## config.mk

```make
export PLATFORM = sky130hd
export DESIGN_NAME = window_local_minimum_detector
export DESIGN_NICKNAME = d
export VERILOG_FILES = /design/src/rtl/core/wlmd_pkg.sv /design/src/rtl/core/window_local_minimum_detector.sv
export SDC_FILE = /design/constraint.sdc
export NUM_CORES = 2
export LEC_CHECK = 0
export BUFFER_PORTS_ARGS = -buffer_cell sky130_fd_sc_hd__buf_2
export CAP_MARGIN = 20
export CORE_MARGIN = 1
export CORE_UTILIZATION = 57
export CTS_CLUSTER_SIZE = 30
export DETAILED_ROUTE_END_ITERATION = 10
export HOLD_SLACK_MARGIN = 0.06
export PLACE_DENSITY_LB_ADDON = 0.2
export SLEW_MARGIN = 40
export SYNTH_ARGS = -nofsm -noshare
export SYNTH_HDL_FRONTEND = slang
export SYNTH_SLANG_ARGS = --single-unit
export TNS_END_PERCENT = 50
```

## constraint.sdc

```tcl
create_clock -name clock -period 25.8 [get_ports clock]
set_clock_uncertainty 0.1 [all_clocks]
set_input_delay 0 -clock clock [delete_from_list [all_inputs] [get_ports clock]]
set_output_delay 0 -clock clock [all_outputs]
set_load 0.01 [all_outputs]
```

## src/rtl/core/wlmd_pkg.sv

```systemverilog
// shared types and constants of the window local minimum detector
package wlmd_pkg;

   localparam int COORD_W  = 16;
   localparam int DIST_W   = 24;
   localparam int POS_W    = 16;
   localparam int RADIUS_W = 5;

   typedef logic signed [COORD_W-1:0] coord_type;
   typedef logic [DIST_W-1:0]         dist_type;
   typedef logic [POS_W-1:0]          pos_type;
   typedef logic [RADIUS_W-1:0]       radius_type;

   localparam radius_type RADIUS_RESET = 5'd1;
   localparam pos_type    COUNT_MAX    = 16'hFFFF;

   typedef struct packed {
      coord_type x;
      coord_type y;
      dist_type  d;
   } slot_type;

endpackage

```

## src/rtl/core/window_local_minimum_detector.sv

```systemverilog
// window local minimum detector: shift window, center test and result register
// a window is registered with the transaction that completes it, then tested;
// the result of the test is registered on rsp_ once the result register is free
// throughput: one transaction per cycle unless stalled; single shift window register
// reset: synchronous; clears the item count, pipeline valids and sets the radius to 1
module window_local_minimum_detector #(
   parameter int MAX_RADIUS = 16
) (
   input  logic                   clock,
   input  logic                   reset,
   input  logic                   req_valid,
   output logic                   req_ready,
   input  wlmd_pkg::coord_type    req_point_x,
   input  wlmd_pkg::coord_type    req_point_y,
   input  wlmd_pkg::dist_type     req_dist_value,
   input  logic                   req_seq_last,
   output logic                   rsp_valid,
   input  logic                   rsp_ready,
   output wlmd_pkg::coord_type    rsp_min_x,
   output wlmd_pkg::coord_type    rsp_min_y,
   output wlmd_pkg::pos_type      rsp_min_position,
   input  logic                   csr_valid,
   output logic                   csr_ready,
   input  wlmd_pkg::radius_type   csr_window_radius
);
   import wlmd_pkg::*;

   localparam int DEPTH = 2 * MAX_RADIUS + 1;
   localparam int IDX_W = $clog2(DEPTH);

   radius_type          radius_ff;
   pos_type             cnt_ff, cnt_in;
   slot_type            window_ff [DEPTH];
   slot_type            window_in [DEPTH];

   logic                s1_vld_ff, s1_vld_in;
   logic                s1_chk_ff;
   logic [IDX_W-1:0]    s1_cen_ff;
   logic [IDX_W-1:0]    s1_lst_ff;
   pos_type             s1_pos_ff;

   logic                rsp_valid_ff, rsp_valid_in;
   coord_type           rsp_x_ff, rsp_y_ff;
   pos_type             rsp_pos_ff;

   logic                req_acc, adv;
   logic [IDX_W-1:0]    eff_rad;
   logic [IDX_W:0]      span;
   pos_type             n_sat;
   logic [IDX_W-1:0]    n_small;
   logic                full_win;
   logic                chk_in;
   logic [IDX_W-1:0]    cen_in, lst_in;
   pos_type             pos_in;
   slot_type            cen_slot;
   logic                hit;

   assign csr_ready = 1'b1;
   assign adv       = !rsp_valid_ff || rsp_ready;
   assign req_ready = !s1_vld_ff || adv;
   assign req_acc   = req_valid && req_ready;

   // effective radius and window decision for the incoming transaction
   always_comb begin
      if (32'(radius_ff) > 32'(MAX_RADIUS)) begin
         eff_rad = IDX_W'(MAX_RADIUS);
      end else begin
         eff_rad = IDX_W'(radius_ff);
      end
      span     = {eff_rad, 1'b0} + (IDX_W+1)'(1);
      n_sat    = (cnt_ff == COUNT_MAX) ? cnt_ff : cnt_ff + 16'd1;
      n_small  = n_sat[IDX_W-1:0];
      full_win = (n_sat >= POS_W'(span));
      chk_in   = full_win || (req_seq_last && n_sat[0]);
      if (full_win) begin
         cen_in = eff_rad;
         lst_in = IDX_W'({eff_rad, 1'b0});
         pos_in = cnt_ff - POS_W'(eff_rad);
      end else begin
         cen_in = n_small >> 1;
         lst_in = n_small - IDX_W'(1);
         pos_in = POS_W'(n_small >> 1);
      end
      cnt_in = req_seq_last ? '0 : n_sat;
   end

   always_comb begin
      window_in[0] = '{x: req_point_x, y: req_point_y, d: req_dist_value};
      for (int i = 1; i < DEPTH; i++) begin
         window_in[i] = window_ff[i-1];
      end
   end

   // center test against every stored item up to the last one in range
   always_comb begin
      cen_slot = window_ff[s1_cen_ff];
      hit      = s1_chk_ff;
      for (int k = 0; k < DEPTH; k++) begin
         if ((IDX_W'(k) <= s1_lst_ff) && (cen_slot.d > window_ff[k].d)) begin
            hit = 1'b0;
         end
      end
   end

   assign s1_vld_in    = req_acc ? 1'b1 : (adv ? 1'b0 : s1_vld_ff);
   assign rsp_valid_in = adv ? (s1_vld_ff && hit) : rsp_valid_ff;

   always_ff @(posedge clock) begin
      if (reset) begin
         radius_ff    <= RADIUS_RESET;
         cnt_ff       <= '0;
         s1_vld_ff    <= 1'b0;
         rsp_valid_ff <= 1'b0;
      end else begin
         if (csr_valid && csr_ready) begin
            radius_ff <= csr_window_radius;
         end
         if (req_acc) begin
            cnt_ff <= cnt_in;
         end
         s1_vld_ff    <= s1_vld_in;
         rsp_valid_ff <= rsp_valid_in;
      end
   end

   always_ff @(posedge clock) begin
      if (req_acc) begin
         window_ff <= window_in;
         s1_chk_ff <= chk_in;
         s1_cen_ff <= cen_in;
         s1_lst_ff <= lst_in;
         s1_pos_ff <= pos_in;
      end
      if (adv && s1_vld_ff && hit) begin
         rsp_x_ff   <= cen_slot.x;
         rsp_y_ff   <= cen_slot.y;
         rsp_pos_ff <= s1_pos_ff;
      end
   end

   assign rsp_valid        = rsp_valid_ff;
   assign rsp_min_x        = rsp_x_ff;
   assign rsp_min_y        = rsp_y_ff;
   assign rsp_min_position = rsp_pos_ff;

endmodule

```

==> metrics.yaml <==
outcome: "finished, final reports clean"
worst_setup_path_end_kind: "flip-flop"
avgSynthCellArea_um2: 16.1
std_cell_rows: 147
clk_path_buf_depth: 3
gp_congestion: 0.981
grt_pass1_wl_mm: 328
setup_violations: 0
avgRoutedWirePerCell_um: 25.4
die_width_um: 405
grt_pass1_vias: 52265
fin_setup_tns_ns: 0
cts_buffers: 197
synth_flop_cell: "edfxtp_1"
synth_warnings: 0
pwr-share-clk: 0.362
drive_gt1_frac: 0.180
post-place-ws_ns: 16.64
die_y_um: 405
startpoint_type: "flip-flop"
drt-total-wl_mm: 215
gr-total-overflow: 0
grt_max_degree: 163
hold_class: "flip-flop to flip-flop"
rsz0062_at_grt: "false"
clock_latency_ns: 0.86
arrival_ns: 9.07
async_flop_share: 0
first_iter_violations: 5726
hpwl_mm: 141
cp.required_ns: 26.12
slew_violations: 0
yosysTopAreaCell: "edfxtp_1"
pin_count: 118
cap_violations: 0
synth-simple-area-share: 0.0391
worst_pin_slew_ns: 0.872
p_sw_frac: 0.270
hold_viol_final: 0
synthXorXnorAreaFrac: 0.00236
postPlaceCellArea_mm2: 0.0962
syn_to_final_growth_pct: 12.6
antenna_left: 0
power_density_mw_per_mm2: 77.1
internal_power_mw: 5.88
muxShareOfSynthArea: 0.145
vias_per_cell: 6.23
synth_edf_count: 1892
p_comb_frac: 0.173
dieArea_mm2: 0.164
hold_depth: 0
peakVddDrop_mv: 0.0784
drc: 0
core_area_mm2: 0.161
seq_area_frac_synth: 0.618
start_util: 0.576
switchingPower_mw: 2.18
clkTransAtPathRegs_ns: 0.06
placedCellCount: 7946
min_period_ns: 8.75
synthCells: 5750
clockRootBuffer: "clkbuf_16"
dr.pass1.iters: 5
synth_top_area_frac: 0.613
layout.nets: 7006
port_buffers: 116
design_area_mm2: 0.104
syn-cell-area_mm2: 0.0927
cts.sinks: 1915
cp_max_fo: 46
grt_util_all_layers: 0.265
fmax_mhz: 114
synth-compound-area-share: 0.0487
stdcell_count: 8464
vias: 52754
synthAdderAreaFrac: 0.109
pwr-share-seq: 0.464
ys_ff_latch: 1915
reg2regPathDepth: 18
synth_nets: 6622
htree_levels: 4
synth_area_leaders: "edfxtp_1 61%, mux4_2 14%, ha_1 11%"
yosysUniqueCellTypes: 79
p_leak_nw: 40.5
postCtsSetupBuffers: 0
whs_ns: 0.284
synth_top_family_by_area: "multiplexers"
path_class: "flip-flop to flip-flop"
antenna_found_initial: 7
relSlewSlack: 0.414
fin_crit_sh: 0.339
setup_ws_ns: 17.05
cts_tree: "yes"
[power groups by stage]
| stage | clock network [mW] | logic (mW) | registers, mW |
|---|---|---|---|
| after global routing | 3.08 | 1.54 | 3.76 |
| after global placement | 0 | 1.32 | 3.79 |
| after CTS | 2.97 | 1.38 | 3.74 |
| final | 2.92 | 1.40 | 3.74 |
| after detailed placement | 0 | 1.35 | 3.80 |
| after floorplan | 0 | 0.941 | 3.86 |
[path summary, 6_finish.rpt]
path | startpoint | slack [ns] | to
max | s1_cen_ff[0]$_DFFE_PP_ | 17.05 | rsp_min_x[4]$_DFFE_PP_
min | window_ff[773]$_DFFE_PP_ | 0.28 | window_ff[717]$_DFFE_PP_
max reg2reg | s1_cen_ff[0]$_DFFE_PP_ | 17.05 | rsp_min_x[4]$_DFFE_PP_
min reg2reg | window_ff[773]$_DFFE_PP_ | 0.28 | window_ff[717]$_DFFE_PP_
[sequential cells by signal, summed over array words and instances, names as in the netlist]
register          cells
radius_ff             5
rsp_min_y            16
s1_lst_ff             6
rsp_min_x            16
cnt_ff               16
s1_pos_ff            16
s1_vld_ff             1
rsp_min_position     16
window_ff          1816
s1_cen_ff             5
rsp_valid             1
s1_chk_ff             1
[stage by stage]
stage                     total power, mW   util
after floorplan                      4.80      -
after global placement               5.11  0.597
after detailed placement             5.15  0.598
after CTS                            8.10  0.648
after global routing                 8.37  0.649
final                                8.05  0.649
[cell families (layout without fill, tap and decap cells)]
family	after synthesis	count (layout)
flops	1915	1915
compound gates	727	727
fa+ha+maj	805	805
other cells	1	2
xor+xnor	25	25
mux	636	636
buf+inv	942	1495
simple gates	699	699
[layer usage]
metal / track usage / vias to the layer above / share of wire
met3: 0.0536 / 359 / 0.082
met1: 0.405 / 26893 / 0.44
met5: 0 / - / 0.00030
met4: 0.0867 / 10 / 0.033
met2: 0.383 / 2089 / 0.44
li1: - / 23403 / -
[critical path: stages, from the launching register on]
cell and delay, ns:
edfxtp_1 0.32, buf_4 0.52, buf_6 0.59, buf_6 0.55, buf_4 0.61, mux4_2 0.57, mux4_2 0.46, mux2_2 0.27
buf_4 0.31, ha_1 0.40, a21oi_1 0.16, a21oi_1 0.09, a2111oi_0 0.43, o21ai_0 0.32, o21ai_0 0.68, nand4_1 0.18
or4_1 0.58, nor4_2 0.28, buf_4 0.59
[cell usage after synthesis (all sizes together) (16+ instances only)]
master	instances
mux2	57
mux2i	19
mux4	560
a211oi	16
nor3	30
nor2b	49
nor2	128
nor4	29
a21oi	324
nand2	161
buf	44
dfxtp	23
a21o	97
a22oi	18
clkbuf	112
edfxtp	1892
ha	804
and4	18
o21ai	106
nand4	152
o211ai	35
nand3	75
inv	786
xnor2	16
[layout by cell type (no fill, tap or decap), types with 116 or more instances in the layout]
cell and instances:
buf_2 116, a21oi_1 324, clkbuf_16 197, ha_1 804
dlygate4sd3_1 146, mux4_2 560, edfxtp_1 1892, nand4_1 151
inv_1 785, nand2_1 160, nor2_1 127
[cell type report]
cell class | instances | area [um^2]
antenna | 1 | 2.50
clock inverter | 122 | 1450
inverter | 786 | 2970
tap | 2160 | 2700
multi-input combinational | 2893 | 32000
sequential | 1915 | 57300
fill | 11291 | 56500
clock buffer | 246 | 5170
timing repair buffer | 341 | 2860
[timing repair]
item	4_1_cts	5_1_grt
hold buffers	146	0
gates resized for setup	0	0
hold endpoints to repair	80	0
Note: power is estimated with default switching activity, not from simulation.
